File: src/shader_source_tokenizer_assert.svh
// Assertion macros used by the tokenizer RTL (sst_emit).
// Expects clk and rst_n in the including module's scope.
`ifndef SHADER_SOURCE_TOKENIZER_ASSERT_SVH
`define SHADER_SOURCE_TOKENIZER_ASSERT_SVH

// same-cycle implication
`define SST_ASSERT_NOW(lbl, ante, cons, msg) \
  lbl: assert property (@(posedge clk) disable iff (!rst_n) (ante) |-> (cons)) \
    else $error(msg);

// next-cycle implication
`define SST_ASSERT_NEXT(lbl, ante, cons, msg) \
  lbl: assert property (@(posedge clk) disable iff (!rst_n) (ante) |=> (cons)) \
    else $error(msg);

`endif

File: src/sst_pkg.sv
// Shared types and constants for the shader source tokenizer.
// No dependencies.
package sst_pkg;

  localparam int MAX_RES     = 4;
  localparam int CNT_W       = $clog2(MAX_RES + 1);
  localparam int IDX_W       = $clog2(MAX_RES);
  localparam int QUEUE_DEPTH = 4;
  localparam int TDATA_W     = 48;
  localparam int TUSER_W     = 4;

  localparam logic       KIND_TEXT = 1'b0;
  localparam logic       KIND_END  = 1'b1;

  localparam logic [2:0] TOK_IDENT   = 3'd0;
  localparam logic [2:0] TOK_NUMBER  = 3'd1;
  localparam logic [2:0] TOK_STRING  = 3'd2;
  localparam logic [2:0] TOK_OPER    = 3'd3;
  localparam logic [2:0] TOK_NEWLINE = 3'd4;

  localparam logic [1:0] ERR_NONE    = 2'd0;
  localparam logic [1:0] ERR_DOT     = 2'd1;
  localparam logic [1:0] ERR_ESCAPE  = 2'd2;
  localparam logic [1:0] ERR_UNTERM  = 2'd3;

  typedef struct packed {
    logic       kind;
    logic [2:0] ttype;
    logic [7:0] data;
    logic [1:0] err;
  } res_t;

  // all results caused by one input byte
  typedef struct packed {
    logic [CNT_W-1:0]        cnt;
    logic [15:0]             line;
    logic [15:0]             col;
    res_t [MAX_RES-1:0]      res;
  } bundle_t;

  typedef struct packed {
    logic full;
    logic empty;
  } q_stat_t;

endpackage

File: src/sst_lexer.sv
// Front end: accepts source bytes, runs the lexer state, builds result bundles.
// Depends on sst_pkg.
module sst_lexer (
  input  logic              clk,
  input  logic              rst_n,
  input  logic              in_tvalid,
  output logic              in_tready,
  input  logic [7:0]        in_byte,
  input  logic              in_last,
  input  sst_pkg::q_stat_t  q_stat,
  output logic              push,
  output sst_pkg::bundle_t  bundle
);

  typedef enum logic [3:0] {
    M_IDLE       = 4'd0,
    M_IDENT      = 4'd1,
    M_NUMBER     = 4'd2,
    M_STRING     = 4'd3,
    M_STR_ESC    = 4'd4,
    M_SLASH      = 4'd5,
    M_LINE_CMT   = 4'd6,
    M_BLOCK_CMT  = 4'd7,
    M_BLOCK_STAR = 4'd8
  } mode_t;

  localparam logic [7:0] CH_SPACE = 8'h20;
  localparam logic [7:0] CH_TAB   = 8'h09;
  localparam logic [7:0] CH_CR    = 8'h0D;
  localparam logic [7:0] CH_LF    = 8'h0A;
  localparam logic [7:0] CH_HASH  = 8'h23;
  localparam logic [7:0] CH_UNDER = 8'h5F;
  localparam logic [7:0] CH_DOT   = 8'h2E;
  localparam logic [7:0] CH_STAR  = 8'h2A;
  localparam logic [7:0] CH_SLASH = 8'h2F;
  localparam logic [7:0] CH_QUOTE = 8'h22;
  localparam logic [7:0] CH_BSL   = 8'h5C;

  mode_t       mode_r, mode_nxt;
  logic        dot_r, dot_nxt;
  logic [15:0] line_r, line_nxt;
  logic [15:0] col_r, col_nxt;
  logic [15:0] line_pos, col_pos;
  logic        acc;
  logic        run_idle;
  logic [8:0]  esc;
  sst_pkg::bundle_t b;

  function automatic logic is_alpha(input logic [7:0] c);
    return (c inside {[8'h61:8'h7A]}) || (c inside {[8'h41:8'h5A]});
  endfunction

  function automatic logic is_digit(input logic [7:0] c);
    return c inside {[8'h30:8'h39]};
  endfunction

  // {known, value}
  function automatic logic [8:0] escape_value(input logic [7:0] c);
    logic [8:0] r;
    case (c)
      CH_BSL, CH_SLASH, CH_QUOTE: r = {1'b1, c};
      8'h62:   r = {1'b1, 8'h08};
      8'h66:   r = {1'b1, 8'h0C};
      8'h6E:   r = {1'b1, 8'h0A};
      8'h72:   r = {1'b1, 8'h0D};
      8'h74:   r = {1'b1, 8'h09};
      default: r = {1'b0, c};
    endcase
    return r;
  endfunction

  function automatic sst_pkg::bundle_t add_res(input sst_pkg::bundle_t bi, input logic kind,
                                               input logic [2:0] tt, input logic [7:0] d,
                                               input logic [1:0] e);
    sst_pkg::bundle_t bo;
    bo = bi;
    if (bi.cnt < sst_pkg::CNT_W'(sst_pkg::MAX_RES)) begin
      bo.res[bi.cnt[sst_pkg::IDX_W-1:0]] = '{kind, tt, d, e};
      bo.cnt = bi.cnt + 1'b1;
    end
    return bo;
  endfunction

  assign in_tready = !q_stat.full;
  assign acc       = in_tvalid && in_tready;
  assign push      = acc && (b.cnt != '0);
  assign bundle    = b;
  assign esc       = escape_value(in_byte);

  always_comb begin
    if (in_byte == CH_LF) begin
      line_pos = (line_r != 16'hFFFF) ? line_r + 16'd1 : line_r;
      col_pos  = 16'd0;
    end else begin
      line_pos = line_r;
      col_pos  = (col_r != 16'hFFFF) ? col_r + 16'd1 : col_r;
    end
  end

  always_comb begin
    b        = '0;
    b.line   = line_pos;
    b.col    = col_pos;
    mode_nxt = mode_r;
    dot_nxt  = dot_r;
    line_nxt = line_pos;
    col_nxt  = col_pos;
    run_idle = 1'b0;

    case (mode_r)
      M_IDENT: begin
        if (in_byte == CH_UNDER || is_alpha(in_byte) || is_digit(in_byte)) begin
          b = add_res(b, sst_pkg::KIND_TEXT, sst_pkg::TOK_IDENT, in_byte, sst_pkg::ERR_NONE);
        end else begin
          b = add_res(b, sst_pkg::KIND_END, sst_pkg::TOK_IDENT, 8'h00, sst_pkg::ERR_NONE);
          mode_nxt = M_IDLE;
          run_idle = 1'b1;
        end
      end
      M_NUMBER: begin
        if (in_byte == CH_DOT) begin
          b = add_res(b, sst_pkg::KIND_TEXT, sst_pkg::TOK_NUMBER, in_byte,
                      dot_r ? sst_pkg::ERR_DOT : sst_pkg::ERR_NONE);
          dot_nxt = 1'b1;
        end else if (is_digit(in_byte)) begin
          b = add_res(b, sst_pkg::KIND_TEXT, sst_pkg::TOK_NUMBER, in_byte, sst_pkg::ERR_NONE);
        end else begin
          b = add_res(b, sst_pkg::KIND_END, sst_pkg::TOK_NUMBER, 8'h00, sst_pkg::ERR_NONE);
          mode_nxt = M_IDLE;
          run_idle = 1'b1;
        end
      end
      M_STRING: begin
        if (in_byte == CH_BSL) begin
          mode_nxt = M_STR_ESC;
        end else if (in_byte == CH_QUOTE) begin
          b = add_res(b, sst_pkg::KIND_END, sst_pkg::TOK_STRING, 8'h00, sst_pkg::ERR_NONE);
          mode_nxt = M_IDLE;
        end else begin
          b = add_res(b, sst_pkg::KIND_TEXT, sst_pkg::TOK_STRING, in_byte, sst_pkg::ERR_NONE);
        end
      end
      M_STR_ESC: begin
        b = add_res(b, sst_pkg::KIND_TEXT, sst_pkg::TOK_STRING, esc[7:0],
                    esc[8] ? sst_pkg::ERR_NONE : sst_pkg::ERR_ESCAPE);
        mode_nxt = M_STRING;
      end
      M_SLASH: begin
        if (in_byte == CH_STAR) begin
          mode_nxt = M_BLOCK_CMT;
        end else if (in_byte == CH_SLASH) begin
          mode_nxt = M_LINE_CMT;
        end else begin
          b = add_res(b, sst_pkg::KIND_TEXT, sst_pkg::TOK_OPER, CH_SLASH, sst_pkg::ERR_NONE);
          b = add_res(b, sst_pkg::KIND_END, sst_pkg::TOK_OPER, 8'h00, sst_pkg::ERR_NONE);
          mode_nxt = M_IDLE;
          run_idle = 1'b1;
        end
      end
      M_LINE_CMT: begin
        if (in_byte == CH_LF) mode_nxt = M_IDLE;
      end
      M_BLOCK_CMT: begin
        if (in_byte == CH_STAR) mode_nxt = M_BLOCK_STAR;
      end
      M_BLOCK_STAR: begin
        if (in_byte == CH_SLASH) mode_nxt = M_IDLE;
        else if (in_byte != CH_STAR) mode_nxt = M_BLOCK_CMT;
      end
      default: begin
        mode_nxt = M_IDLE;
        run_idle = 1'b1;
      end
    endcase

    if (run_idle) begin
      if (in_byte == CH_SPACE || in_byte == CH_TAB || in_byte == CH_CR) begin
        mode_nxt = M_IDLE;
      end else if (in_byte == CH_HASH) begin
        mode_nxt = M_LINE_CMT;
      end else if (in_byte == CH_UNDER || is_alpha(in_byte)) begin
        b = add_res(b, sst_pkg::KIND_TEXT, sst_pkg::TOK_IDENT, in_byte, sst_pkg::ERR_NONE);
        mode_nxt = M_IDENT;
      end else if (is_digit(in_byte)) begin
        b = add_res(b, sst_pkg::KIND_TEXT, sst_pkg::TOK_NUMBER, in_byte, sst_pkg::ERR_NONE);
        dot_nxt  = 1'b0;
        mode_nxt = M_NUMBER;
      end else if (in_byte == CH_QUOTE) begin
        mode_nxt = M_STRING;
      end else if (in_byte == CH_LF) begin
        b = add_res(b, sst_pkg::KIND_END, sst_pkg::TOK_NEWLINE, 8'h00, sst_pkg::ERR_NONE);
      end else if (in_byte == CH_SLASH) begin
        mode_nxt = M_SLASH;
      end else begin
        b = add_res(b, sst_pkg::KIND_TEXT, sst_pkg::TOK_OPER, in_byte, sst_pkg::ERR_NONE);
        b = add_res(b, sst_pkg::KIND_END, sst_pkg::TOK_OPER, 8'h00, sst_pkg::ERR_NONE);
      end
    end

    if (in_last) begin
      case (mode_nxt)
        M_IDENT:
          b = add_res(b, sst_pkg::KIND_END, sst_pkg::TOK_IDENT, 8'h00, sst_pkg::ERR_NONE);
        M_NUMBER:
          b = add_res(b, sst_pkg::KIND_END, sst_pkg::TOK_NUMBER, 8'h00, sst_pkg::ERR_NONE);
        M_SLASH: begin
          b = add_res(b, sst_pkg::KIND_TEXT, sst_pkg::TOK_OPER, CH_SLASH, sst_pkg::ERR_NONE);
          b = add_res(b, sst_pkg::KIND_END, sst_pkg::TOK_OPER, 8'h00, sst_pkg::ERR_NONE);
        end
        M_STRING, M_STR_ESC:
          b = add_res(b, sst_pkg::KIND_END, sst_pkg::TOK_STRING, 8'h00, sst_pkg::ERR_UNTERM);
        M_BLOCK_CMT, M_BLOCK_STAR:
          b = add_res(b, sst_pkg::KIND_END, sst_pkg::TOK_IDENT, 8'h00, sst_pkg::ERR_UNTERM);
        default: ;
      endcase
      mode_nxt = M_IDLE;
      dot_nxt  = 1'b0;
      line_nxt = 16'd1;
      col_nxt  = 16'd0;
    end
  end

  always_ff @(posedge clk) begin
    if (!rst_n) begin
      mode_r <= M_IDLE;
      dot_r  <= 1'b0;
      line_r <= 16'd1;
      col_r  <= 16'd0;
    end else if (acc) begin
      mode_r <= mode_nxt;
      dot_r  <= dot_nxt;
      line_r <= line_nxt;
      col_r  <= col_nxt;
    end
  end

endmodule

File: src/sst_fifo.sv
// Bundle queue between the lexer front end and the output serializer.
// Depends on sst_pkg.
module sst_fifo #(
  parameter int DEPTH = sst_pkg::QUEUE_DEPTH
) (
  input  logic              clk,
  input  logic              rst_n,
  input  logic              push,
  input  sst_pkg::bundle_t  wdata,
  input  logic              pop,
  output sst_pkg::bundle_t  rdata,
  output sst_pkg::q_stat_t  stat
);

  localparam int PW = (DEPTH > 1) ? $clog2(DEPTH) : 1;
  localparam int CW = $clog2(DEPTH + 1);

  sst_pkg::bundle_t mem [DEPTH];
  logic [PW-1:0] wr_r, wr_nxt;
  logic [PW-1:0] rd_r, rd_nxt;
  logic [CW-1:0] cnt_r, cnt_nxt;

  assign rdata      = mem[rd_r];
  assign stat.full  = (cnt_r == CW'(DEPTH));
  assign stat.empty = (cnt_r == '0);

  always_comb begin
    wr_nxt  = wr_r;
    rd_nxt  = rd_r;
    cnt_nxt = cnt_r;
    if (push) wr_nxt = (wr_r == PW'(DEPTH - 1)) ? '0 : wr_r + 1'b1;
    if (pop)  rd_nxt = (rd_r == PW'(DEPTH - 1)) ? '0 : rd_r + 1'b1;
    if (push && !pop) cnt_nxt = cnt_r + 1'b1;
    else if (pop && !push) cnt_nxt = cnt_r - 1'b1;
  end

  always_ff @(posedge clk) begin
    if (push) mem[wr_r] <= wdata;
  end

  always_ff @(posedge clk) begin
    if (!rst_n) begin
      wr_r  <= '0;
      rd_r  <= '0;
      cnt_r <= '0;
    end else begin
      wr_r  <= wr_nxt;
      rd_r  <= rd_nxt;
      cnt_r <= cnt_nxt;
    end
  end

endmodule

File: src/sst_emit.sv
// Back end: unpacks queued bundles into single result beats on the output register.
// Depends on sst_pkg and shader_source_tokenizer_assert.svh.
`include "shader_source_tokenizer_assert.svh"

module sst_emit (
  input  logic                        clk,
  input  logic                        rst_n,
  input  sst_pkg::q_stat_t            q_stat,
  input  sst_pkg::bundle_t            q_rdata,
  output logic                        pop,
  output logic                        out_tvalid,
  input  logic                        out_tready,
  output logic [sst_pkg::TDATA_W-1:0] out_tdata,
  output logic [sst_pkg::TUSER_W-1:0] out_tuser,
  output logic                        out_tlast
);

  sst_pkg::bundle_t            cur_r;
  logic                        cur_vld_r, cur_vld_nxt;
  logic [sst_pkg::IDX_W-1:0]   idx_r, idx_nxt;
  logic [sst_pkg::CNT_W-1:0]   idx_ext, idx_inc;
  logic                        out_vld_r, out_vld_nxt;
  logic [sst_pkg::TDATA_W-1:0] tdata_r;
  logic [sst_pkg::TUSER_W-1:0] tuser_r;
  logic                        tlast_r;
  logic                        out_load, emit_now, fin;
  sst_pkg::res_t               sel;

  assign idx_ext  = sst_pkg::CNT_W'(idx_r);
  assign idx_inc  = idx_ext + 1'b1;
  assign out_load = !out_vld_r || out_tready;
  assign emit_now = cur_vld_r && out_load;
  assign fin      = emit_now && (idx_inc == cur_r.cnt);
  assign pop      = !q_stat.empty && (!cur_vld_r || fin);
  assign sel      = cur_r.res[idx_r];

  assign out_tvalid = out_vld_r;
  assign out_tdata  = tdata_r;
  assign out_tuser  = tuser_r;
  assign out_tlast  = tlast_r;

  always_comb begin
    cur_vld_nxt = cur_vld_r;
    idx_nxt     = idx_r;
    out_vld_nxt = out_vld_r;
    if (pop) begin
      cur_vld_nxt = 1'b1;
      idx_nxt     = '0;
    end else if (fin) begin
      cur_vld_nxt = 1'b0;
    end else if (emit_now) begin
      idx_nxt = idx_r + 1'b1;
    end
    if (out_load) out_vld_nxt = emit_now;
  end

  always_ff @(posedge clk) begin
    if (!rst_n) begin
      cur_vld_r <= 1'b0;
      idx_r     <= '0;
      out_vld_r <= 1'b0;
    end else begin
      cur_vld_r <= cur_vld_nxt;
      idx_r     <= idx_nxt;
      out_vld_r <= out_vld_nxt;
    end
  end

  always_ff @(posedge clk) begin
    if (pop) cur_r <= q_rdata;
    if (emit_now) begin
      tdata_r <= {6'd0, sel.err, cur_r.col, cur_r.line, sel.data};
      tuser_r <= {sel.ttype, sel.kind};
      tlast_r <= fin;
    end
  end

  `SST_ASSERT_NOW(a_idx_in_range, cur_vld_r, idx_ext < cur_r.cnt, "result index past bundle size")
  `SST_ASSERT_NOW(a_pop_nonempty, pop, !q_stat.empty && q_rdata.cnt != '0, "popped empty bundle")
  `SST_ASSERT_NEXT(a_fin_tlast, fin, out_tvalid && out_tlast, "bundle end not flagged on output")

endmodule

File: src/shader_source_tokenizer.sv
// Top level of the shader source tokenizer: lexer front end, bundle queue, serializer.
// Depends on sst_pkg, sst_lexer, sst_fifo and sst_emit.
//
//   channel | dir | tdata                         | tuser               | tlast
//   in_     | in  | [7:0] in_byte                 | -                   | end_of_source
//   out_    | out | text, line, column, error     | item_kind, type     | last_result
//
// One source byte accepted per cycle while the queue has room; each byte yields 0 to 4 result beats.
// Results leave one per cycle while out_tready is high, so a byte with k results takes k output beats.
// A queue of QUEUE_DEPTH result bundles decouples input from output; input stalls when full.
// Reset is synchronous and active low; no clearing pass.
module shader_source_tokenizer #(
  parameter int QUEUE_DEPTH = sst_pkg::QUEUE_DEPTH
) (
  input  logic                        clk,
  input  logic                        rst_n,
  input  logic                        in_tvalid,
  output logic                        in_tready,
  input  logic [7:0]                  in_tdata,   // [7:0] in_byte
  input  logic                        in_tlast,
  output logic                        out_tvalid,
  input  logic                        out_tready,
  output logic [sst_pkg::TDATA_W-1:0] out_tdata,  // [7:0] text_byte, [23:8] line_number,
                                                  // [39:24] column_number, [41:40] error_code
  output logic [sst_pkg::TUSER_W-1:0] out_tuser,  // [0] item_kind, [3:1] token_type
  output logic                        out_tlast
);

  sst_pkg::q_stat_t q_stat;
  sst_pkg::bundle_t wbundle, rbundle;
  logic             push, pop;

  sst_lexer u_lexer (
    .clk       (clk),
    .rst_n     (rst_n),
    .in_tvalid (in_tvalid),
    .in_tready (in_tready),
    .in_byte   (in_tdata),
    .in_last   (in_tlast),
    .q_stat    (q_stat),
    .push      (push),
    .bundle    (wbundle)
  );

  sst_fifo #(
    .DEPTH (QUEUE_DEPTH)
  ) u_fifo (
    .clk   (clk),
    .rst_n (rst_n),
    .push  (push),
    .wdata (wbundle),
    .pop   (pop),
    .rdata (rbundle),
    .stat  (q_stat)
  );

  sst_emit u_emit (
    .clk        (clk),
    .rst_n      (rst_n),
    .q_stat     (q_stat),
    .q_rdata    (rbundle),
    .pop        (pop),
    .out_tvalid (out_tvalid),
    .out_tready (out_tready),
    .out_tdata  (out_tdata),
    .out_tuser  (out_tuser),
    .out_tlast  (out_tlast)
  );

endmodule
File: config.mk
export PLATFORM = sky130hd
export DESIGN_NAME = shader_source_tokenizer
export DESIGN_NICKNAME = d
export VERILOG_FILES = /design/src/sst_pkg.sv /design/src/sst_lexer.sv /design/src/sst_fifo.sv /design/src/sst_emit.sv /design/src/shader_source_tokenizer.sv
export VERILOG_INCLUDE_DIRS = /design/src /design/src/src
export SDC_FILE = /design/constraint.sdc
export NUM_CORES = 1
export LEC_CHECK = 0
export BUFFER_PORTS_ARGS = -buffer_cell sky130_fd_sc_hd__buf_2
export CAP_MARGIN = 20
export CORE_ASPECT_RATIO = 0.75
export CORE_UTILIZATION = 62
export DETAILED_ROUTE_END_ITERATION = 16
export PLACE_DENSITY = 0.91
export SLEW_MARGIN = 0
export SYNTH_ARGS = -nofsm -noshare
export SYNTH_HDL_FRONTEND = slang
export SYNTH_SLANG_ARGS = --single-unit
File: constraint.sdc
create_clock -name clk -period 13.65 [get_ports clk]
set_input_delay 0.6825 -clock clk [delete_from_list [all_inputs] [get_ports clk]]
set_output_delay 0.6825 -clock clk [all_outputs]
set_load 0.01 [all_outputs]
# Yosys cells after proc, flatten, opt, wreduce, memory -nomap -nowiden
# Memory sizes are Yosys's and may differ from the RTL's. A register that Yosys moved wholly into a read port is not among the register bits.
# Cells that the tools add are included.
[word_totals] regBits=95 mem_bits_rw=364 in_bits=13 wordCells=282 mem_count=1
[classes] addsub=13 order_cmp=22 n_eq_ne=38 muxes=128 n_bitwise=29 n_reduce_logical=38
[mem_list] memory="u_fifo.mem" words=4 word_bits=91 rd=1 rd_ports_with_merged_regs=1 wr=1 line="sst_fifo.sv:18" text="sst_pkg::bundle_t mem [DEPTH];"
[op_table] cell="$mux W56" n=22
[op_table] cell="$mux W91" n=11
[op_table] cell="$pmux W91 S5" n=2
[op_table] cell="$mux W14" n=13
[op_table] cell="$not A44 Y44" n=4
[op_table] cell="$bwmux W56" n=3
[op_table] cell="$demux W14 S2" n=5
[op_table] cell="$and A44 B44 Y44" n=3
[op_table] cell="$and A48 B48 Y48" n=2
[op_table] cell="$mux W16" n=6
[op_table] cell="$not A48 Y48" n=2
[op_table] cell="$mux W89" n=1
[op_table] cell="$mux W4" n=19
[op_table] cell="$mux W3" n=21
[op_table] cell="$eq A8 B7 Y1 const B" n=7
[op_table] cell="$pmux W9 S6" n=1
[op_table] cell="$and A52 B52 Y52" n=1
[op_table] cell="$not A52 Y52" n=1
[op_table] cell="$eq A8 B6 Y1 const B" n=6
[op_table] cell="$and A11 B44 Y44" n=1
[op_table] cell="$and A40 B40 Y40" n=1
[op_table] cell="$not A40 Y40" n=1
[op_table] cell="$or A12 B12 Y12" n=3
[op_table] cell="$add A16 B1 Y16 const B" n=2
[op_table] cell="44 further kinds" n=130

# Logic depth before layout (Yosys ltp)
# Gate-level depths: netlist of the first run.
[logic_depth] ltp_word=58 depth_mapped=24 ltp_nobuf=22

# Cells and area by module
# Synthesis of the first run repeated with hierarchy kept, for this count alone.
[unflattened] cells_unflattened=1364 hier_area_um2=22943.3
[modules_own_cells] mod="sst_fifo" instances=1 cells_per_inst=519 area_each_um2=13678.1 seq_area_each_um2=11110.7
[modules_own_cells] mod="sst_emit" instances=1 cells_per_inst=186 area_each_um2=4765.8 seq_area_each_um2=4224.1
[modules_own_cells] mod="sst_lexer" instances=1 cells_per_inst=659 area_each_um2=4499.3 seq_area_each_um2=740.7

# Worst setup path after synthesis of the first run
# Ideal clock, no wire load.
[synth_path] kind="input to register" start="input in_tdata[4]" end="memory u_fifo.mem[0][0] (netlist name), enable pin" arrival_ns=10.779 required_time_ns=12.985 path_slack_ns=2.206 stages=18 path_cell_list="buf_6 -> or4b_4 -> buf_6 -> or3_1 -> nand2_1 -> ha_1 -> nor2_1 -> a21oi_1 -> o221a_2 -> o21ai_0 -> ha_1 -> mux2i_1 -> inv_1 -> ha_1 -> nand4_1 -> o311ai_1 -> nand2_1 -> a211oi_1"
[synth_between] elab_chain_len=36
[synth_lines] item="start: declaration" line="shader_source_tokenizer.sv:19" text="input logic [7:0] in_tdata,"
[synth_lines] item="$eq A8 B6 Y1" line="sst_lexer.sv:151, sst_lexer.sv:167, sst_lexer.sv:192"
[synth_lines] item="$mux W91" line="sst_lexer.sv:151" text="end else if (in_byte == CH_SLASH) begin"
[synth_lines] item="$mux W91" line="sst_lexer.sv:149" text="if (in_byte == CH_STAR) begin"
[synth_lines] item="$pmux W91 S5" line="sst_lexer.sv:110" text="case (mode_r)"
[synth_lines] item="$add A3 B1 Y3 or $lt A3 B3 Y1 (tied branches)" line="sst_lexer.sv:79, sst_lexer.sv:77"
[synth_lines] item="$mux W3" line="sst_lexer.sv:77" text="if (bi.cnt < sst_pkg::CNT_W'(sst_pkg::MAX_RES)) begin"
[synth_lines] item="$mux W3" line="sst_lexer.sv:192" text="end else if (in_byte == CH_SLASH) begin"
[synth_lines] item="$mux W3" line="sst_lexer.sv:190" text="end else if (in_byte == CH_LF) begin"
[synth_lines] item="[... 20 more ...]"
[synth_lines] item="$add A3 B1 Y3 or $lt A3 B3 Y1 (tied branches)" line="sst_lexer.sv:79, sst_lexer.sv:77"
[synth_lines] item="$mux W3" line="sst_lexer.sv:77"
[synth_lines] item="$pmux W91 S5" line="sst_lexer.sv:201" text="case (mode_nxt)"
[synth_lines] item="$mux W91 (*)" line="sst_lexer.sv:200" text="if (in_last) begin"
[synth_lines] item="$reduce_bool A3 Y1 (*)" line="sst_lexer.sv:86" text="assign push = acc && (b.cnt != '0);"
[synth_lines] item="$logic_and A1 B1 Y1 (*)" line="sst_lexer.sv:86"
[synth_lines] item="$mux W1 (*)" line="sst_fifo.sv:38" text="if (push) mem[wr_r] <= wdata;"
[synth_lines] item="$mux W1 (implied by the code) (*)" line="sst_fifo.sv:38"
[synth_lines] item="end: declaration" line="sst_fifo.sv:18"
# Every way passes the cells marked *; elsewhere a longest branch is shown, timed or not. The select of a mux whose other input is x is not followed.

# Worst setup path in the final report of the first run
[layout_path] start="input in_tdata[5]" end="register u_fifo.cnt_r[2]"
[layout_between] elab_chain_len=37
[layout_lines] item="$eq A8 B6 Y1" line="sst_lexer.sv:151, sst_lexer.sv:167, sst_lexer.sv:192"
[layout_lines] item="$mux W91" line="sst_lexer.sv:151"
[layout_lines] item="$mux W91" line="sst_lexer.sv:149"
[layout_lines] item="$pmux W91 S5" line="sst_lexer.sv:110"
[layout_lines] item="$add A3 B1 Y3 or $lt A3 B3 Y1 (tied branches)" line="sst_lexer.sv:79, sst_lexer.sv:77"
[layout_lines] item="$mux W3" line="sst_lexer.sv:77"
[layout_lines] item="$mux W3" line="sst_lexer.sv:192"
[layout_lines] item="$mux W3" line="sst_lexer.sv:190"
[layout_lines] item="[... 22 more ...]"
[layout_lines] item="$pmux W91 S5" line="sst_lexer.sv:201"
[layout_lines] item="$mux W91 (*)" line="sst_lexer.sv:200"
[layout_lines] item="$reduce_bool A3 Y1 (*)" line="sst_lexer.sv:86"
[layout_lines] item="$logic_and A1 B1 Y1 (*)" line="sst_lexer.sv:86"
[layout_lines] item="net push" line="shader_source_tokenizer.sv:31" text="logic push, pop;"
[layout_lines] item="$logic_not A1 Y1" line="sst_fifo.sv:34" text="else if (pop && !push) cnt_nxt = cnt_r - 1'b1;"
[layout_lines] item="$logic_and A1 B1 Y1" line="sst_fifo.sv:34"
[layout_lines] item="$reduce_bool A2 Y1 (no source line)"
[layout_lines] item="end signal: assignment" line="sst_fifo.sv:49" text="cnt_r <= cnt_nxt;"
[layout_lines] item="end: declaration" line="sst_fifo.sv:21" text="logic [CW-1:0] cnt_r, cnt_nxt;"
# The timed path passes the listed nets; every way through them passes the cells marked *. The select of a mux whose other input is x is not followed.
# A chain may end at the register's enable or synchronous reset.

==> metrics, run 1 <==
status=complete, no violations; ant diodes=0; setup tns final=0 ns; drt initial violations=2024; CTS resizes=0; row cnt=60; Initial Util=62.9%; vias post-DR=13200; fill cell count=2167; placed instance area=23300 sq um; GRT Residual Overflow=0; HP Class=flop to flop; synthesized flop and latch total=535; DIE AREA=37100 sq um; kind of critical path=input port to flop; hold_buf cts=0; cells along the critical path=buf_2 -> or4bb_1 -> nor3_1 -> a311o_1 -> inv_1 -> ha_1 -> inv_1 -> a21oi_1 -> o21ai_1 -> mux2i_1 -> inv_1 -> ha_1 -> nand4_1 -> o311ai_1 -> nand2_1 -> a21oi_1 -> ha_1 -> inv_1 -> fa_1 -> xor2_1 -> or3_1 -> a21boi_0; detailed placer's ending HPWL=31.2 mm; largest fanout on the critical path=15; Setup WS post-layout=6.74 ns; P&R area growth vs syn=10.4%; DRC Markers=0; Crit path top cell by count=inv_1; critical path capture point type=flop; vias in the first global route=12800; P_sw=0.00122 W; Worst-Skew Late Latency=0.59 ns; Antenna Nets Post-Route=0; CTS buffer count=48; layout cells sized above 1=19.5%; commonest non-fill, non-tap cell in the layout=edfxtp_1; Worst Path Required=14.13 ns; part of the power in combinational logic=19.9%; highest clock rate=145 MHz; Post-Syn Instances=1387; Synth cell types=88; fin area=24900 sq um; CTS root buffer=clkbuf_16; Clock Sinks=535; Setup WS pre-CTS=6.61 ns; # IOs=68; gpl congestion=1.01; mapped cell area=22500 sq um; Mapped Avg Cell Area=16.3 sq um; Lkg Pwr=8.31 nW; TritonCTS clock tree=yes; largest net degree at the start of global routing=70; layout net count=1490; Port Buf Inserts=61; final clock period utilization by the worst path=50.6%; RSZ-0062 raised after global routing=no; Tmin final=6.91 ns; slowest CP cell=o21ai_1; Clock Tree Buf Depth=3; setup violators final=0; Async SR Flop Fraction=0%; Synthesis Warnings=0; routed wire length=49.7 mm; sequential fraction of the synthesis area=69.1%; total core area=35800 sq um; die span in y=167 um; die width=222 um; worst vdd ir=142 uV; Net Sw Frac=26.8%; Via density=6.74; clock power share=28.3%; WL per Instance=25.4 um; Top FF cell, synth=edfxtp_1; pwr/cell area=183 nW/um^2; Post-CTS Setup Inserts=0; gr usage total=27.2%; max cap viols=0; sequential share of power=51.8%; crit start category=input port; Slew HR=24.7%; initial antenna violation count=1; max incr delay on CP=0.70 ns; Slew Viols, Final=0; number of flops mapped to enable cells by yosys=487; final number of hold-violating endpoints=0; Layout Skew=0.0264 ns; TritonRoute pass-1 iters=6; internal power=0.00333 W; crit path DAT=7.40 ns; worst slew pin tran=1.10 ns; Critical path buffers and inverters=5; most frequent cells in the layout=487 x edfxtp_1, 102 x mux4_2, 83 x nand2_1; first-pass GRT wire length=75.8 mm; register clock-pin slew on the reported worst setup and hold paths=0.07 ns; CP delay by family, top=simple AND/OR/NAND/NOR gates; Clock H-tree levels=2
## power groups by stage
| stage | Combinational (W) | Clock, W | Sequential (W) |
|---|---|---|---|
| 3_3_place_gp | 0.000824 | 0 | 0.00239 |
| 2_1_floorplan | 0.000619 | 0 | 0.00239 |
| 3_5_place_dp | 0.000856 | 0 | 0.00242 |
| 5_1_grt | 0.000971 | 0.00136 | 0.00239 |
| 6_report | 0.000904 | 0.00129 | 0.00236 |
| 4_1_cts | 0.000867 | 0.00130 | 0.00240 |
## metal layers
layer	global-route usage [%]	wire, um
met5	0	0
met4	7.37	1150
met3	5.90	4930
met2	41.0	22800
met1	40.7	20800
## worst register-to-register path, delay by kind of cell, from the launching register on
kind | cells | cell delay [ns]
and+or+nand+nor | 5 | 1.83
xor gates and xnor gates | 1 | 0.20
adders and majority gates | 4 | 1.29
buffers and inverters | 2 | 0.21
muxes | 1 | 0.39
DFF | 1 | 0.60
AOI/OAI and AO/OA | 7 | 2.16
## synth_stat cells, drive strengths merged (11+ instances only)
master	number	area share [%]
edfxtp	487	65
mux4	102	10
nand2	84	1.4
nor2	56	0.93
a21oi	52	1.2
clkbuf	48	0.80
dfxtp	48	4.3
o21ai	43	0.95
nor2b	39	1.1
inv	38	0.63
a22oi	33	1.1
buf	26	0.67
nor3	26	0.67
ha	25	1.4
nand3	21	0.47
and2	19	0.53
xnor2	19	0.74
xor2	16	0.62
a21boi	15	0.50
nor4	13	0.36
nand4	11	0.31
## worst paths after layout
check,from,end,slack (ns),cells past startpoint
worst max register to register,u_lexer.mode_r[1],u_fifo.cnt_r[2],6.89,20
worst min-delay path,u_emit.cur_r[71],u_emit.out_tdata[39],0.42,0
worst min register to register,u_emit.cur_r[71],u_emit.out_tdata[39],0.42,0
worst max-delay path,in_tdata[5],u_fifo.cnt_r[2],6.74,22
## cell families after synthesis
| group | synth area share [%] |
|---|---|
| flip-flops | 69.1 |
| AND/OR/NAND/NOR | 7.94 |
| AO/OA/AOI/OAI | 7.28 |
| multiplexers | 10.6 |
| buffers and inverters | 2.10 |
| XOR/XNOR | 1.36 |
| adder cells (fa/ha/maj) | 1.52 |
| other | 0.0166 |
## flip-flops by register name (all words and copies together), names as in the netlist
name	count
u_fifo.rd_r	2
u_emit.out_tlast	1
u_lexer.line_r	16
u_fifo.wr_r	2
u_fifo.mem	352
u_emit.cur_r	88
u_emit.out_tdata	42
u_fifo.cnt_r	3
u_emit.out_tvalid	1
u_emit.cur_vld_r	1
u_emit.idx_r	2
u_lexer.col_r	16
u_lexer.mode_r	4
u_lexer.dot_r	1
u_emit.out_tuser	4
## area by class of cell
type / count / area [sq um] / share of cell area, %
Inverter: 38 / 144 / 0.578
Tap cell: 465 / 582 / 2.34
Sequential cell: 535 / 15600 / 62.6
Multi-Input combinational cell: 745 / 6560 / 26.4
Timing Repair Buffer: 83 / 510 / 2.05
Clock buffer: 59 / 1270 / 5.12
Clock inverter: 30 / 231 / 0.930
## stage by stage
step	hold slack, ns	cells	utilization [%]	power [W]
5_1_grt	0.427	1955	69.5	0.00472
2_1_floorplan	0.400	1392	-	0.00301
4_1_cts	0.396	1953	69.4	0.00456
3_5_place_dp	0.405	1864	65.2	0.00328
3_3_place_gp	0.400	1864	65.2	0.00322
6_report	0.416	1955	69.5	0.00455
No activity file was read; power rests on OpenSTA's default activity.
==> inputs of run 2 (changes only) <==
--- a/config.mk
+++ b/config.mk
@@ -6,6 +6,7 @@
 export SDC_FILE = /design/constraint.sdc
 export NUM_CORES = 1
 export LEC_CHECK = 0
+export ABC_AREA = 1
 export BUFFER_PORTS_ARGS = -buffer_cell sky130_fd_sc_hd__buf_2
 export CAP_MARGIN = 20
 export CORE_ASPECT_RATIO = 0.75
==> constraint.sdc (replaced) <==
create_clock -name clk -period 6.9 [get_ports clk]
set_input_delay 0.345 -clock clk [delete_from_list [all_inputs] [get_ports clk]]
set_output_delay 0.345 -clock clk [all_outputs]
set_load 0.01 [all_outputs]
==> run 2 against run 1 <==
Die area grew 1.2%. Design area grew 1.5%. Sequential share of layout area shrank 0.91 points. Clock power grew 120%. Hold slack worse by 0.34 ns. Utilization rose by 0.57 points. Total power up 120%. Sequential power increased by 100%. Critical path depth grew 7. Highest routed layer is now met5.
==> metrics, run 2 <==
hold_buf cts=0; max cap viols=0; Post-CTS Setup Inserts=0; Async SR Flop Fraction=0%; Antenna Nets Post-Route=0; worst slew pin tran=1.09 ns; gr usage total=32.2%; Initial Util=63.3%; RSZ-0062 raised after global routing=no; die width=224 um; Via density=6.47; register clock-pin slew on the reported worst setup and hold paths=0.07 ns; ant diodes=0; GRT Residual Overflow=0; highest clock rate=178 MHz; CTS resizes=0; routed wire length=61.5 mm; CTS buffer count=48; Hold WS=0.0748 ns; max reg flops=352; mapped cell area=22800 sq um; Crit path top cell by count=inv_1; DIE AREA=37600 sq um; fill cell count=2230; Mapped Avg Cell Area=11.2 sq um; Port Buf Inserts=61; synthesized flop and latch total=535; commonest non-fill, non-tap cell in the layout=edfxtp_1; Post-Syn Instances=2032; Slew HR=26.6%; largest area contributor in the netlist=edfxtp_1; detailed placer's ending HPWL=37.9 mm; CTS root buffer=clkbuf_16; Lkg Pwr=9.42 nW; status=complete, no violations; layout cells sized above 1=10.7%; Synth cell types=57; max incr delay on CP=0.45 ns; critical path capture point type=flop; crit path DAT=6.07 ns; slowest CP cell=fa_1; largest net degree at the start of global routing=124; Clock H-tree levels=2; final number of hold-violating endpoints=0; Sequential Area=15600 sq um; synth cell count leaders=487 x edfxtp_1, 304 x nor2_1, 260 x o21ai_0; most frequent cells in the layout=487 x edfxtp_1, 297 x nor2_1, 260 x o21ai_0; number of flops mapped to enable cells by yosys=487; placed instance area=23500 sq um; kind of critical path=flop to flop; Clock Sinks=535; row cnt=60; gpl congestion=0.999; Top FF cell, synth=edfxtp_1; worst vdd ir=231 uV; area of the multi-input gates=6240 sq um; setup violators final=0; largest reg by FF count=u_fifo.mem; P&R area growth vs syn=10.7%; sequential fraction of the synthesis area=68.3%; Yosys top cell area share=64.1%; first-pass GRT wire length=90.8 mm; count leader, synth=edfxtp_1; Worst-Skew Late Latency=0.59 ns; DRC Markers=0; fin area=25300 sq um; pwr/cell area=397 nW/um^2; drt initial violations=2999; Tmin final=5.61 ns; vias post-DR=16700; WL per Instance=23.8 um; total core area=36000 sq um; # IOs=68; die span in y=168 um; Worst Path Required=7.36 ns; Slew Viols, Final=0; top cells by area, synth=edfxtp_1 64%, o21ai_0 5.7%, nor2_1 5.0%; TritonRoute pass-1 iters=6; TritonCTS clock tree=yes; vias in the first global route=15600; Synthesis Warnings=0; initial antenna violation count=3; HP Class=input port to flop; final clock period utilization by the worst path=81.3%; Layout Skew=0.0258 ns; crit start category=flop; Clock Tree Buf Depth=3; largest fanout on the critical path=10; layout net count=2120
run 2: metrics by stage:
stage / std cells / worst slack [ns] / total power [W] / util (%) / TNS [ns]
2_1_floorplan: 2037 / -0.596 / 0.00624 / - / -209.71
3_3_place_gp: 2493 / 1.48 / 0.00687 / 65.4 / 0
3_5_place_dp: 2493 / 1.34 / 0.00707 / 65.4 / 0
4_1_cts: 2583 / 1.47 / 0.00989 / 69.9 / 0
5_1_grt: 2586 / 0.851 / 0.0104 / 70.1 / 0
6_report: 2586 / 1.29 / 0.0100 / 70.1 / 0
run 2: final cells by class:
cell class | instances | share of cell area [%]
clock inverters | 36 | 1.56
well taps | 465 | 2.30
inverters | 177 | 2.65
repair buffers | 85 | 2.07
clock buffers | 54 | 4.97
flip-flops and latches | 535 | 61.7
multi-input cells | 1234 | 24.7
run 2: power by group:
part           leakage (nW)  internal, W  switching (W)
logic                  3.62     0.000633        0.00183
clock network         0.808      0.00159        0.00122
registers              4.99      0.00448       0.000280
total                  9.42      0.00671        0.00333
run 2: final timing paths:
kind	from	end	slack (ns)	depth (start not counted)
max	u_lexer.mode_r[1]	u_fifo.cnt_r[2]	1.29	29
min	out_tready	u_emit.out_tvalid	0.07	4
max reg2reg	u_lexer.mode_r[1]	u_fifo.cnt_r[2]	1.29	29
min reg2reg	u_emit.cur_r[77]	u_emit.out_tdata[13]	0.42	0
run 2: cell families (layout without fill, tap and decap cells):
| logic type | count (synthesis) | after routing | share of synthesized area, % |
|---|---|---|---|
| compound gates | 480 | 480 | 11.6 |
| other cells | 1 | 6 | 0.0164 |
| buf+inv | 268 | 352 | 4.61 |
| fa+ha+maj | 26 | 26 | 1.46 |
| xor+xnor | 17 | 17 | 0.653 |
| simple gates | 705 | 705 | 13.3 |
| flops | 535 | 535 | 68.3 |
run 2: routing by layer:
layer  global-route usage [%]  vias to the layer above  wire length, um
met2                     49.2                     1290            27500
met1                     46.6                     8029            23300
met5                        0                        -               26
met4                     9.17                        4             1640
met3                     7.63                      166             8970
li1                         -                     7255                -
run 2: worst max-delay path, delay by kind of cell, from the launching register on:
kind,cells,cell delay [ns]
AND/OR/NAND/NOR,9,1.62
buffers and inverters,9,1.13
flip-flops,1,0.41
AO/OA/AOI/OAI,7,1.18
adder cells (fa/ha/maj),4,1.15
==> inputs of run 3 (changes only) <==
==> constraint.sdc (replaced) <==
create_clock -name clk -period 5.29 [get_ports clk]
set_input_delay 0.2645 -clock clk [delete_from_list [all_inputs] [get_ports clk]]
set_output_delay 0.2645 -clock clk [all_outputs]
set_load 0.01 [all_outputs]
==> run 3 against run 2 <==
Combinational power grew 31%. First-iteration DRC count shrank 17%. Worst setup slack lost 0.83 ns. Hold slack lost 0.037 ns. Clock power grew 30%. Non-clock buffer count grew 26. Final cell count grew 1.1%. Flip-flop and latch count is the same. Clock skew grew 0.0039 ns. Register-to-register slack lost 0.83 ns. Count of clock-buffer cells in the layout grew 5. Critical path depth grew 5. Highest routed layer is now met4.
==> metrics, run 3 (synthesis results as in run 2) <==
status=complete, no violations; max cap viols=0; Hold WS=0.0383 ns; highest clock rate=207 MHz; layout cells sized above 1=12.2%; Clock H-tree levels=2; Via density=6.37; Antenna Nets Post-Route=0; crit start category=flop; largest net degree at the start of global routing=106; P&R area growth vs syn=12.2%; die width=224 um; worst slew pin tran=1.12 ns; placed instance area=23900 sq um; most frequent cells in the layout=487 x edfxtp_1, 293 x nor2_1, 260 x o21ai_0; Crit path top cell by count=inv_1; total core area=36000 sq um; Worst-Skew Late Latency=0.59 ns; Layout Skew=0.0296 ns; vias post-DR=16700; kind of critical path=flop to flop; TritonCTS clock tree=yes; GRT Residual Overflow=0; critical path capture point type=flop; max reg flops=352; crit path DAT=5.30 ns; final clock period utilization by the worst path=91.2%; slowest CP cell=fa_1; Tmin final=4.83 ns; gr usage total=32.1%; drt initial violations=2490; first-pass GRT wire length=91.5 mm; # IOs=68; Slew Viols, Final=0; largest reg by FF count=u_fifo.mem; setup tns final=0 ns; total power=0.0130 W; pwr/cell area=506 nW/um^2; largest fanout on the critical path=5; layout net count=2147; routed wire length=59.8 mm; WL per Instance=22.9 um; HP Class=input port to flop; Initial Util=63.3%; max incr delay on CP=0.44 ns; initial antenna violation count=1; Slew HR=25.6%; Lkg Pwr=9.55 nW; CTS buffer count=49; Port Buf Inserts=61; TritonRoute pass-1 iters=8; Worst Path Required=5.77 ns; Clock Sinks=535; RSZ-0062 raised after global routing=no; final number of hold-violating endpoints=0; fin area=25600 sq um; row cnt=60; CTS root buffer=clkbuf_16; setup violators final=0; DIE AREA=37600 sq um; detailed placer's ending HPWL=36.5 mm; commonest non-fill, non-tap cell in the layout=edfxtp_1; Clock Tree Buf Depth=3; gpl congestion=0.949; worst vdd ir=312 uV; die span in y=168 um; register clock-pin slew on the reported worst setup and hold paths=0.07 ns; vias in the first global route=16200; DRC Markers=0
-- run 3: cell type report --
type	count	area (sq um)
inverters	177	674
diodes	2	5.00
multi-input cells	1234	6270
well taps	465	582
fillers	2265	10400
clock inverters	31	337
clock buffers	59	1330
flip-flops and latches	535	15600
repair buffers	111	808
-- run 3: critical path: cells and delay by family (launching register included) --
family	cells	cell delay (ns)
AO/OA/AOI/OAI	6	0.83
AND/OR/NAND/NOR	13	1.36
buffers and inverters	10	0.91
flip-flops	1	0.35
adder cells (fa/ha/maj)	5	1.26
-- run 3: final timing paths --
path	from	slack [ns]	end	depth (start not counted)
worst max register to register	u_lexer.mode_r[3]	0.46	u_fifo.cnt_r[2]	34
worst min register to register	u_emit.cur_r[81]	0.41	u_emit.out_tdata[17]	0
worst min-delay path	out_tready	0.04	u_emit.out_tvalid	4
worst max-delay path	u_lexer.mode_r[3]	0.46	u_fifo.cnt_r[2]	34
-- run 3: routing by layer --
| layer | part of all wire [%] | track usage [%] | wire, um | vias up |
|---|---|---|---|---|
| li1 | - | - | - | 7325 |
| met1 | 39 | 45.2 | 23300 | 7926 |
| met2 | 46 | 50.2 | 27500 | 1223 |
| met3 | 12 | 6.95 | 7260 | 178 |
| met4 | 2.8 | 10.7 | 1700 | 0 |
| met5 | 0 | 0 | 0 | - |
-- run 3: report_power, final --
part	internal [W]	switching (W)	total, W	leakage (nW)
Combinational	0.000853	0.00237	0.00322	3.75
Sequential	0.00584	0.000259	0.00610	4.99
Clock	0.00209	0.00155	0.00364	0.813
-- run 3: timing repair --
action	CTS	global route
hold buffers	1	0
resized for setup	0	11
endpoints found under the setup margin	0	284
hold endpoints to repair	1	0
buffers inserted	0	0
-- run 3: stage by stage --
step / instances / worst slack (ns) / utilization (%)
after floorplan: 2037 / -0.725 / -
after global placement: 2521 / 0.425 / 66.3
after detailed placement: 2521 / 0.320 / 66.3
after CTS: 2612 / 0.266 / 70.9
after global routing: 2612 / 0.00113 / 71.0
final: 2614 / 0.463 / 71.0
